`src/rtl/core/jump_search_sorted_table_top_macros.svh`:
```
// Assertion macros shared by the jump search block.
// Each macro expects clk and rst_n to be visible where it is used.
`ifndef JUMP_SEARCH_SORTED_TABLE_TOP_MACROS_SVH
`define JUMP_SEARCH_SORTED_TABLE_TOP_MACROS_SVH

// Same-cycle implication, disabled while reset is asserted.
`define JSST_ASSERT_NOW(label, ante, cons, msg) \
    label: assert property (@(posedge clk) disable iff (!rst_n) (ante) |-> (cons)) \
        else $error(msg);

// Next-cycle implication, disabled while reset is asserted.
`define JSST_ASSERT_NEXT(label, ante, cons, msg) \
    label: assert property (@(posedge clk) disable iff (!rst_n) (ante) |=> (cons)) \
        else $error(msg);

`endif

```
`src/rtl/core/jsst_pkg.sv`:
```
// Shared types, constants and command/status structs for the jump search block.
// No dependencies; the interface, datapath, controller and top files use this package.
package jsst_pkg;

    // Table value and field widths.
    localparam int VALUE_W = 32;
    localparam int INDEX_W = 10;
    localparam int CFG_W   = 11;
    localparam int CNT_W   = 12;
    localparam int CFG_IDX_W = 2;

    // Table depth default and the reach of entry_index and position.
    localparam int TABLE_DEPTH_DEFAULT = 1024;
    localparam int REACH_LIMIT = 1024;

    // Reset values of the configuration registers.
    localparam logic [CFG_W-1:0] COUNT_RESET  = 11'd0;
    localparam logic [CFG_W-1:0] STRIDE_RESET = 11'd32;

    // Request type codes.
    localparam logic REQ_WRITE  = 1'b0;
    localparam logic REQ_SEARCH = 1'b1;

    // Configuration register indexes.
    localparam logic [CFG_IDX_W-1:0] CFG_ELEMENT_COUNT = 2'd0;
    localparam logic [CFG_IDX_W-1:0] CFG_JUMP_STRIDE   = 2'd1;

    typedef logic signed [VALUE_W-1:0] value_t;
    typedef logic [INDEX_W-1:0] index_t;
    typedef logic [CFG_W-1:0] cfg_data_t;
    typedef logic [CFG_IDX_W-1:0] cfg_index_t;
    typedef logic [CNT_W-1:0] count_t;

    // Commands from the controller to the datapath.
    typedef struct packed {
        logic tbl_write;
        logic start_search;
        logic rd_jump;
        logic jump_step;
        logic scan_begin;
        logic rd_scan;
        logic scan_step;
        logic record_hit;
        logic out_load;
    } jsst_cmd_t;

    // Status from the datapath to the controller.
    typedef struct packed {
        logic n_zero;
        logic probe_less;
        logic end_past;
        logic scan_end;
        logic scan_eq;
        logic scan_gt;
    } jsst_sts_t;

endpackage

```
`src/rtl/core/jsst_ctrl.sv`:
```
// Controller of the jump search block: one-hot state machine that sequences
// jump probes, the in-block scan and the result handoff. Depends on jsst_pkg.
module jsst_ctrl (
    input  logic                 clk,
    input  logic                 rst_n,
    input  logic                 req_valid,
    input  logic                 req_type,
    output logic                 req_ready,
    output logic                 res_valid,
    input  logic                 res_ready,
    input  jsst_pkg::jsst_sts_t  sts,
    output jsst_pkg::jsst_cmd_t  cmd
);
    import jsst_pkg::*;

    typedef enum logic [5:0] {
        ST_IDLE     = 6'b000001,
        ST_JUMP_RD  = 6'b000010,
        ST_JUMP_CMP = 6'b000100,
        ST_SCAN_RD  = 6'b001000,
        ST_SCAN_CMP = 6'b010000,
        ST_DONE     = 6'b100000
    } state_t;

    state_t state_reg;
    state_t state_next;
    logic   out_valid_reg;
    logic   out_valid_next;
    logic   accept;

    assign req_ready = (state_reg == ST_IDLE);
    assign accept    = req_valid && req_ready;
    assign res_valid = out_valid_reg;

    // Next state and command decode.
    always_comb
    begin
        state_next = state_reg;
        cmd = '0;
        cmd.tbl_write    = accept && (req_type == REQ_WRITE);
        cmd.start_search = accept && (req_type == REQ_SEARCH);
        case (state_reg)
            ST_IDLE:
            begin
                if (cmd.start_search)
                begin
                    state_next = sts.n_zero ? ST_DONE : ST_JUMP_RD;
                end
            end
            ST_JUMP_RD:
            begin
                cmd.rd_jump = 1'b1;
                state_next  = ST_JUMP_CMP;
            end
            ST_JUMP_CMP:
            begin
                if (sts.probe_less)
                begin
                    cmd.jump_step = 1'b1;
                    state_next = sts.end_past ? ST_DONE : ST_JUMP_RD;
                end
                else
                begin
                    cmd.scan_begin = 1'b1;
                    state_next = ST_SCAN_RD;
                end
            end
            ST_SCAN_RD:
            begin
                if (sts.scan_end)
                begin
                    state_next = ST_DONE;
                end
                else
                begin
                    cmd.rd_scan = 1'b1;
                    state_next  = ST_SCAN_CMP;
                end
            end
            ST_SCAN_CMP:
            begin
                if (sts.scan_eq)
                begin
                    cmd.record_hit = 1'b1;
                    state_next = ST_DONE;
                end
                else if (sts.scan_gt)
                begin
                    state_next = ST_DONE;
                end
                else
                begin
                    cmd.scan_step = 1'b1;
                    state_next = ST_SCAN_RD;
                end
            end
            ST_DONE:
            begin
                if (!out_valid_reg || res_ready)
                begin
                    cmd.out_load = 1'b1;
                    state_next = ST_IDLE;
                end
            end
            default:
            begin
                state_next = ST_IDLE;
            end
        endcase
    end

    // Output valid holds until the result request is taken.
    always_comb
    begin
        out_valid_next = out_valid_reg;
        if (cmd.out_load)
        begin
            out_valid_next = 1'b1;
        end
        else if (res_ready)
        begin
            out_valid_next = 1'b0;
        end
    end

    always_ff @(posedge clk or negedge rst_n)
    begin
        if (!rst_n)
        begin
            state_reg     <= ST_IDLE;
            out_valid_reg <= 1'b0;
        end
        else
        begin
            state_reg     <= state_next;
            out_valid_reg <= out_valid_next;
        end
    end

endmodule

```
`config.mk`:
```
export PLATFORM = sky130hd
export DESIGN_NAME = jsst_ctrl
export DESIGN_NICKNAME = d
export VERILOG_FILES = /design/src/rtl/core/jump_search_sorted_table_top_macros.svh /design/src/rtl/core/jsst_pkg.sv /design/src/rtl/core/jsst_ctrl.sv
export SDC_FILE = /design/constraint.sdc
export NUM_CORES = 1
export LEC_CHECK = 0
export BUFFER_PORTS_ARGS = -buffer_cell sky130_fd_sc_hd__buf_2
export CORE_MARGIN = 1.5
export CORE_UTILIZATION = 35
export DETAILED_ROUTE_END_ITERATION = 10
export GPL_TIMING_DRIVEN = 0
export MAX_ROUTING_LAYER = met4
export PLACE_DENSITY = 0.59
export SETUP_SLACK_MARGIN = 0.3
export SLEW_MARGIN = 25
export SYNTH_ARGS = -nofsm -noshare
export SYNTH_HDL_FRONTEND = slang
export SYNTH_SLANG_ARGS = --single-unit
```
`constraint.sdc`:
```
create_clock -name clk -period 3.6 [get_ports clk]
set_input_delay 0.36 -clock clk [delete_from_list [all_inputs] [get_ports clk]]
set_output_delay 0.36 -clock clk [all_outputs]
set_load 0.02 [all_outputs]
```
==> summary.md, run 1 <==
| Metric | Value |
|---|---|
| Peak VDD IR | 0.2596 mV |
| Seq/Total Area, Yosys | 35.88% |
| Syn-to-layout area delta | 32.57% |
| Fin cells | 96 |
| CP arrival | 1620 ps |
| Post-CTS sizing | 0 |
| Worst slack at placement | 1881 ps |
| Initial antenna violation count | 0 |
| Routability cong. | 0.6444 |
| Mapped Cells | 55 |
| Post-layout util | 50.10% |
| Skew-Pair Late Insertion Delay | 250 ps |
| Register bit count reported by yosys | 7 |
| Die W | 40.48 µm |
| Final Setup Violations | 0 |
| Worst-margin pin slew | 384.8 ps |
| # Post-CTS Setup Buffers | 0 |
| Die ar. | 1639 µm² |
| CTS tree | yes |
| Yosys cell types | 28 |
| Routed length per placed instance | 10.70 µm |
| HPWL Detailed | 855.8 µm |
| CP Max Fanout | 7 |
| N_diodes | 0 |
| I/O pins | 22 |
| Hold_sp | sts[2] |
| Worst Setup Path Type | flip-flop to output pin |
| Final hold violation count | 0 |
| Slew margin rel. | 74.14% |
| Required @ worst endpoint | 3240 ps |
| Worst Setup Start Kind | flip-flop |
| # DRC | 0 |
| Worst r2r src | state_reg[1] |
| Synth async-reset ratio | 100.0% |
| Max-cap violations | 0 |
| Inserted Clock Buffers | 3 |
| Initial drt markers | 8 |
| CTS root buf | clkbuf_4 |
| Core Rows | 13 |
| Vias/cell | 4.844 |
| Static leakage | 0.0003506 µW |
| Number of global-route vias before repair | 414 |
| CP Launch Point | state_reg[2] |
| Htree depth | 1 |
| Fin crit period | 1981 ps |
| EDFF count, synth | 0 |
| Status | complete, no violations |
| Most used DFF post-synth | dfrtp_1 |
| GRT Total Usage | 16.90% |
| Post-route ant nets | 0 |
| Syn Nets | 66 |
| Setup ws final | 1619 ps |
| Starting Density | 37.79% |
| Nets | 93 |
| Largest net degree at the start of global routing | 9 |
| FMAX | 504.8 MHz |
| Final clock skew | 4.134 ps |
| Port Buffer Count | 21 |
| Ys Warns | 0 |
| Dpl cells | 91 |
| Min-delay worst type | input port to flip-flop |
| Vias after detailed routing | 465 |
| Unrepaired setup endpoints after global routing | no |
| Sequential cell area | 176.4 µm² |
| Worst hold margin | 279.1 ps |
| Core area | 1301 µm² |
| Area of the multi-input gates | 280.3 µm² |
| Congestion Overflow GR | 0 |
| Power Dens Cells | 733.0 nW/µm² |
| Period utilization | 55.03% |
| CTS sink count | 7 |
| Final wirelength | 1.027 mm |
| Drt pass-1 iters | 4 |
| CTS hold repair buffers | 1 |
| Largest register FFs | 6 |
| Share of layout cells above drive strength 1 | 43.21% |
| Filler cells | 154 |
| Clock slew at reported path FFs | 60 ps |
| Mapped Area | 491.7 µm² |
| Final setup TNS | 0 ps |
| Fin. max-slew vios | 0 |
| Syn avg cell area | 8.940 µm² |
| Endpoint class of the critical path | output pin |
| First-pass GRT wire length | 1.731 mm |
| DIE HEIGHT | 40.48 µm |
| Bufs on Longest Clock Path | 2 |
==> path summary, 6_finish.rpt <==
kind | end | slack (ps) | cells after the start
hold reg to reg | res_valid | 510 | 2
max in group asynchronous | state_reg[0] | 2890 | 2
setup / recovery | cmd[2] | 1620 | 4
min in group asynchronous | state_reg[2] | 480 | 2
setup reg to reg | state_reg[5] | 2070 | 5
hold / removal | state_reg[4] | 280 | 2
==> power breakdown <==
part           switching [µW]  internal, µW
Sequential               16.8           105
Clock                    28.9          42.3
Combinational             154           131
Total                     200           278
==> through the flow <==
stage | area, µm² | power [µW]
final | 651.9 | 477.8
after global routing | 651.9 | 521.9
after CTS | 651.9 | 483.1
after detailed placement | 615.6 | 409.5
after global placement | 615.6 | 407.4
after floorplan | 491.7 | 340.4
==> worst max-delay path, cell delays in order (launching register included) <==
cell and delay (ps):
dfrtp_1 400, nor2_2 250, and4b_2 290, nor3b_1 230
buf_2 210
==> logic make-up after synthesis <==
kind of cell,count (synthesis),synth area share [%]
buffers and inverters,4,7.124
and+or+nand+nor,35,42.75
DFF,7,35.88
xor gates and xnor gates,1,1.781
AOI/OAI and AO/OA,8,12.47
==> layer usage <==
metal  part of all wire (%)  routed length (µm)  vias to the layer above  global-route usage (%)
li1                       -                   -                      245                       -
met1                     48                 496                      208                   22.33
met2                     47                 485                       12                   23.41
met3                    4.4                  45                        0                   5.000
met4                      0                   0                        0                   7.500
met5                      0                   0                        -                       -
==> layout by cell type (no fill, tap or decap) <==
master / count
nor2_2: 1
nand2b_1: 3
dfstp_2: 1
and4b_2: 1
clkbuf_2: 1
a22oi_2: 1
a21oi_1: 1
dfrtp_1: 6
a221oi_1: 1
a21boi_0: 1
nor3b_1: 1
nor2b_1: 3
nor3_1: 1
xor2_1: 1
and3_1: 3
o21ai_0: 2
buf_2: 21
or2_2: 2
clkbuf_1: 1
nand2_1: 5
clkbuf_4: 3
o211ai_1: 1
nor4_2: 1
nand4_1: 1
and2_1: 2
buf_6: 2
nor2_1: 7
a221o_1: 1
buf_4: 1
nand3_1: 1
dlygate4sd3_1: 1
and4b_1: 3
==> cells in the mapped netlist, drive strengths merged, types with 2 or more instances <==
| cell type | count | share of area (%) |
|---|---|---|
| nand2 | 5 | 3.8 |
| and2 | 2 | 2.5 |
| or2 | 2 | 2.5 |
| nor2b | 3 | 3.8 |
| dfrtp | 6 | 31 |
| and4b | 4 | 8.4 |
| o21ai | 2 | 2.0 |
| nand2b | 3 | 3.8 |
| and3 | 3 | 3.8 |
| buf | 3 | 6.1 |
| nor2 | 8 | 6.6 |
==> layout make-up <==
type / count / share of cell area (%)
clock buffers: 4 / 4.031
multi-input cells: 44 / 42.99
repair buffers: 22 / 17.66
flip-flops and latches: 7 / 27.06
plain buffers: 4 / 5.374
well taps: 15 / 2.879
Power figures use the tool's default switching activity.
==> run 2: changes to the inputs <==
Settings changed: ABC_AREA set to 1, PLACE_DENSITY 0.59 to 0.58.
Clock period 3.6 ns to 2 ns, I/O delays scaled along.
==> run 2 against run 1 <==
  * Count of clock-buffer cells in the layout is the same
  * Worst setup slack lost 1300 ps
  * Global-route usage shrank 2.5 points
  * Hold slack lost 160 ps
  * Via count grew 11%
  * Largest cell class unchanged
  * Die area grew 7.3%
  * Wire length grew 9.5%
==> summary.md, run 2 <==
| Metric | Value |
|---|---|
| Commonest non-fill, non-tap cell in the layout | buf_2 |
| Die ar. | 1758 µm² |
| Top cells by count, synth | nor2_1 (16), inv_1 (15), nand2_1 (9), dfrtp_1 (6), nand4_1 (5) |
| Share of layout cells above drive strength 1 | 43.00% |
| Final wirelength | 1.125 mm |
| Syn-to-layout area delta | 36.56% |
| GRT busiest layer | met2 |
| Number of global-route vias before repair | 439 |
| Min-delay worst type | input port to flip-flop |
| Mapped Cells | 72 |
| Fin. max-slew vios | 0 |
| Met2 global-route usage | 21.25% |
| Yosys top cell by area | dfrtp_1 |
| R2R depth | 8 |
| Worst Setup Start Kind | flip-flop |
| HPWL Detailed | 914.2 µm |
| Bufs on Longest Clock Path | 2 |
| CP most frequent cell | inv_2 |
| CP arrival | 1440 ps |
| Syn Nets | 83 |
| N_diodes | 0 |
| Nets | 112 |
| Most frequent cells in the layout | buf_2 (19), inv_1 (15), nor2_1 (15), nand2_1 (8), dfrtp_1 (6) |
| Final clock skew | 4.808 ps |
| # DRC | 0 |
| Most common cell in the netlist | nor2_1 |
| Yosys cell types | 18 |
| Max-cap violations | 0 |
| Vias/cell | 4.504 |
| I/O pins | 22 |
| Largest net degree at the start of global routing | 8 |
| Critical path's top delay family | flip-flops |
| Vias after detailed routing | 518 |
| Routed length per placed instance | 9.783 µm |
| M1 GR Usage | 18.57% |
| Initial antenna violation count | 0 |
| CTS root buf | clkbuf_4 |
| Core Rows | 13 |
| Congestion Overflow GR | 0 |
| R2r setup slk | 620 ps |
| Status | complete, no violations |
| Worst r2r src | state_reg[0] |
| Cell Chain, Critical Path | inv_2 -> nor2_4 -> nand3_4 -> inv_2 -> nand2_2 -> nor2_1 -> buf_4 |
| Drt pass-1 iters | 4 |
| Static leakage | 0.0004141 µW |
| Post-synth top area share | 28.30% |
| Syn avg cell area | 7.368 µm² |
| Final setup TNS | 0 ps |
| Slowest CP cell | dfstp_2 |
| EDFF count, synth | 0 |
| Seq/Total Area, Yosys | 33.25% |
| Power Dens Cells | 1262 nW/µm² |
| Die W | 41.93 µm |
| Most used DFF post-synth | dfrtp_1 |
| Post-route ant nets | 0 |
| Worst Setup Path Type | flip-flop to output pin |
| Crit-path max cell delay | 570 ps |
| Grt met3 use | 3.913% |
| Unrepaired setup endpoints after global routing | yes |
| Inserted Clock Buffers | 3 |
| Hold Crit Endpoint | state_reg[4] |
| CTS sink count | 7 |
| Hold_sp | sts[2] |
| First-pass GRT wire length | 1.835 mm |
| Filler cells | 149 |
| Synth async-reset ratio | 100.0% |
| Final Setup Violations | 0 |
| GRT Total Usage | 14.42% |
| Synth area leaders | dfrtp_1 (28%), nor2_1 (11%), inv_1 (11%), nor2_4 (8.5%), nand2_1 (6.4%) |
| Capturing point of the worst reg2reg path | state_reg[5] |
| Skew-Pair Late Insertion Delay | 250 ps |
| Clock slew at reported path FFs | 60 ps |
| Port Buffer Count | 21 |
| Sequential cell area | 176.4 µm² |
| CTS tree | yes |
| Post-layout util | 53.66% |
| Largest register FFs | 6 |
| Endpoint class of the critical path | output pin |
| Register bit count reported by yosys | 7 |
| Routability cong. | 0.7591 |
| CP Buf/Inv Count | 3 |
| CP Max Fanout | 4 |
| FMAX | 611.1 MHz |
| Fin crit period | 1636 ps |
| DIE HEIGHT | 41.93 µm |
| Required @ worst endpoint | 1800 ps |
| Mapped Area | 530.5 µm² |
| Starting Density | 39.30% |
| Final hold violation count | 0 |
| Peak VDD IR | 0.7043 mV |
| Initial drt markers | 17 |
| Core area | 1350 µm² |
| Period utilization | 81.82% |
| Slew margin rel. | 84.76% |
| Ys Warns | 0 |
| Hold Crit Depth | 2 |
| Area of the multi-input gates | 296.5 µm² |
| Htree depth | 1 |
| Worst-margin pin slew | 228.0 ps |
-- run 2: cell count changes after synthesis, sizes merged, moves of 2 or more --
| cell | delta |
|---|---|
| and2 | -2 |
| and3 | -3 |
| and4b | -4 |
| buf | -2 |
| inv | +17 |
| nand2 | +4 |
| nand2b | -3 |
| nand3 | +5 |
| nand4 | +5 |
| nor2 | +14 |
| nor2b | -3 |
| o21ai | -2 |
| or2 | -2 |
-- run 2: worst max-delay path by stage --
stage                       startpoint  endpoint  cells after the start
after detailed placement  state_reg[0]    cmd[8]                      7
after global placement    state_reg[2]    cmd[0]                      5
after CTS                 state_reg[0]    cmd[8]                      7
after floorplan           state_reg[0]    cmd[7]                      6
final                     state_reg[0]    cmd[7]                      7
after global routing      state_reg[0]    cmd[7]                      7
-- run 2: logic make-up after synthesis --
kind of cell,Yosys count,synth area share (%)
AO/OA/AOI/OAI,3,5.662
flip-flops,7,33.25
AND/OR/NAND/NOR,44,47.64
buffers and inverters,18,13.44
-- run 2: timing repair --
action                                  4_1_cts  5_1_grt
endpoints found under the hold margin         7        0
hold buffers                                  1        0
resized for setup                             0        5
setup buffers                                 0        2
endpoints found under the setup margin        0        3
-- run 2: metrics by stage --
stage	setup slack, ps	instances	hold slack (ps)	instance area [µm²]	power (µW)
detailed placement	614.1	108	50.49	654.4	732.3
floorplan	528.3	72	-95.59	530.5	617.1
finish	363.6	115	123.7	724.4	914.6
CTS	328.1	113	119.1	690.7	872.3
global placement	630.7	108	50.60	654.4	725.0
global route	286.8	115	129.3	724.4	995.0
-- run 2: final cells by class --
type                    instances  share of cell area [%]
well taps                      15                   2.591
plain buffers                   1                   1.036
repair buffers                 24                   18.65
inverters                      17                   8.808
multi-input cells              47                   40.93
flip-flops and latches          7                   24.35
clock buffers                   4                   3.627
-- run 2: where the power goes --
| part | switching [µW] | total [µW] | internal, µW |
|---|---|---|---|
| logic | 322 | 531 | 209 |
| registers | 56.4 | 250 | 193 |
| clock network | 57.8 | 134 | 76.5 |
| total | 436 | 915 | 478 |
-- run 2: worst register-to-register path, stage by stage, from the launching register on --
cell and delay (ps):
dfstp_2 570, inv_2 50, nor2_4 100, nand3_4 90
buf_4 160, a21oi_4 120, nor2_2 70, nand2_1 60
nand2_1 40
-- run 2: layer usage --
metal / share of wire [%] / vias up / wire length (µm)
li1: - / 281 / -
met1: 49 / 219 / 548
met2: 45 / 14 / 510
met3: 4.7 / 4 / 53
met4: 1.2 / 0 / 14
met5: 0 / - / 0
==> run 3: changes to the inputs <==
Settings changed: PLACE_DENSITY 0.58 to 0.61.
Clock period 2 ns to 1.45 ns, I/O delays scaled along.
==> run 3 against run 2 <==
  * Register-to-register slack got worse by 540 ps
  * Die area is the same
  * Wire length grew 11%
  * Clock power up 41%
  * Critical path depth did not move
  * Sequential cell count unchanged
  * Critical path type unchanged
  * Largest power group unchanged
  * Final area rose by 19%
  * Largest cell class unchanged
  * The flow now finishes with violations (setup timing)
==> summary.md, run 3 (synthesis gave the netlist of run 2 again) <==
| Metric | Value |
|---|---|
| Initial drt markers | 7 |
| Core Rows | 13 |
| Largest net degree at the start of global routing | 8 |
| DIE HEIGHT | 41.93 µm |
| Final Setup Violations | 8 |
| Htree depth | 1 |
| GRT Total Usage | 18.02% |
| N_diodes | 0 |
| CP Buf/Inv Count | 3 |
| Final wirelength | 1.252 mm |
| Dpl cells | 108 |
| # DRC | 0 |
| Failing checks | setup timing |
| FMAX | 649.0 MHz |
| Filler cells | 120 |
| Unrepaired setup endpoints after global routing | yes |
| Worst Setup Start Kind | flip-flop |
| Slowest CP cell | dfstp_2 |
| Endpoint class of the critical path | output pin |
| CP Max Fanout | 3 |
| Fin. max-slew vios | 0 |
| CP most frequent cell | nor2_4 |
| Required @ worst endpoint | 1310 ps |
| Syn-to-layout area delta | 62.03% |
| Final hold violation count | 0 |
| Drt pass-1 iters | 4 |
| CTS root buf | clkbuf_4 |
| Min-delay worst type | input port to flip-flop |
| I/O pins | 22 |
| Worst Setup Path Type | flip-flop to output pin |
| Status | complete, but fails checks |
| First-pass GRT wire length | 2.201 mm |
| Static leakage | 0.0004537 µW |
| Share of layout cells above drive strength 1 | 54.72% |
| Die ar. | 1758 µm² |
| Critical path's top delay family | flip-flops |
| Power Dens Cells | 1757 nW/µm² |
| Max-cap violations | 0 |
| Routed length per placed instance | 10.35 µm |
| Skew-Pair Late Insertion Delay | 260 ps |
| CTS sink count | 7 |
| Starting Density | 39.30% |
| CP arrival | 1400 ps |
| Peak VDD IR | 0.8474 mV |
| Die W | 41.93 µm |
| Period utilization | 106.3% |
| Nets | 118 |
| Bufs on Longest Clock Path | 2 |
| Post-route ant nets | 0 |
| Clock slew at reported path FFs | 60 ps |
| Setup ws final | -90.80 ps |
| Worst-margin pin slew | 239.8 ps |
| Fin crit period | 1541 ps |
| Port Buffer Count | 21 |
| Fin cells | 121 |
| Final clock skew | 1.900 ps |
| Crit-path max cell delay | 570 ps |
| Congestion Overflow GR | 0 |
| Initial antenna violation count | 0 |
| Worst slack at placement | 94.36 ps |
| HPWL Detailed | 930.2 µm |
| Largest register FFs | 6 |
| Number of global-route vias before repair | 515 |
| Inserted Clock Buffers | 3 |
| Vias after detailed routing | 571 |
| Slew margin rel. | 83.98% |
| Vias/cell | 4.719 |
| Most frequent cells in the layout | inv_1 (15), buf_2 (15), nor2_1 (8), nand2_1 (8), buf_4 (8) |
| Routability cong. | 0.8124 |
| CTS tree | yes |
| Core area | 1350 µm² |
| Cell Chain, Critical Path | inv_2 -> nor2_4 -> nand3_4 -> inv_4 -> nand2_4 -> nor2_4 -> buf_6 |
-- run 3: cell count changes in the layout (fill, tap and decap cells not counted), moves of 3 or more --
cell	delta
nor2_1	-7
nor2_2	+4
nor2_4	+3
buf_6	+7
buf_2	-4
buf_4	+3
-- run 3: final timing paths --
path,startpoint,to,slack (ps),depth (start not counted)
max in group asynchronous,rst_n,state_reg[0],970,2
min in group asynchronous,rst_n,state_reg[4],250,2
hold reg to reg,res_valid,res_valid,620,4
hold / removal,sts[2],state_reg[4],80,2
setup / recovery,state_reg[0],cmd[8],-90,7
setup reg to reg,state_reg[0],state_reg[1],80,7
-- run 3: final cells by class --
| cell class | count | area [µm²] | share of cell area, % |
|---|---|---|---|
| Timing Repair Buffer | 30 | 216.5 | 25.18 |
| Sequential cell | 7 | 177.7 | 20.67 |
| Clock buffer | 4 | 26.28 | 3.057 |
| Buffer | 1 | 7.507 | 0.8734 |
| Tap cell | 15 | 18.77 | 2.183 |
| Inverter | 17 | 66.31 | 7.715 |
| Multi-Input combinational cell | 47 | 346.6 | 40.32 |
-- run 3: worst reg2reg max path, stage by stage, from the launching register on --
cell and delay (ps):
dfstp_2 570, inv_2 50, nor2_4 100, nand3_4 90, buf_4 160, a21oi_4 120, nor2_2 60, o21a_1 100
-- run 3: per-layer routing --
layer / track usage (%) / up-vias / part of all wire, % / routed length (µm)
li1: - / 293 / - / -
met1: 20.95 / 254 / 44 / 556
met3: 5.217 / 4 / 4.5 / 56
met2: 25.00 / 20 / 48 / 596
met5: - / - / 0 / 0
met4: 15.48 / 0 / 3.4 / 42
-- run 3: through the flow --
step	setup TNS, ps	utilization [%]	power (µW)	cell area (µm²)	hold WS [ps]
CTS	-602.3	61.54	1419	830.8	75.54
detailed placement	0	51.25	1062	691.9	-7.663
global placement	0	51.25	1056	691.9	-10.24
global route	-1370	63.67	1629	859.6	71.73
floorplan	0	-	904.1	568.0	-150.6
finish	-404.8	63.67	1510	859.6	79.17
-- run 3: timing repair --
action                                 CTS  global route
pin swaps                                6             5
gates resized for setup                 17             2
buffers inserted                         5             3
hold buffers                             1             0
endpoints found under the hold margin    7             0
gates cloned                             0             0
setup endpoints to repair               13            14
-- run 3: where the power goes --
part | switching (µW) | internal, µW | leakage [µW]
clock network | 83.1 | 106 | 0.0000150
registers | 66.9 | 269 | 0.0000911
logic | 539 | 446 | 0.000348
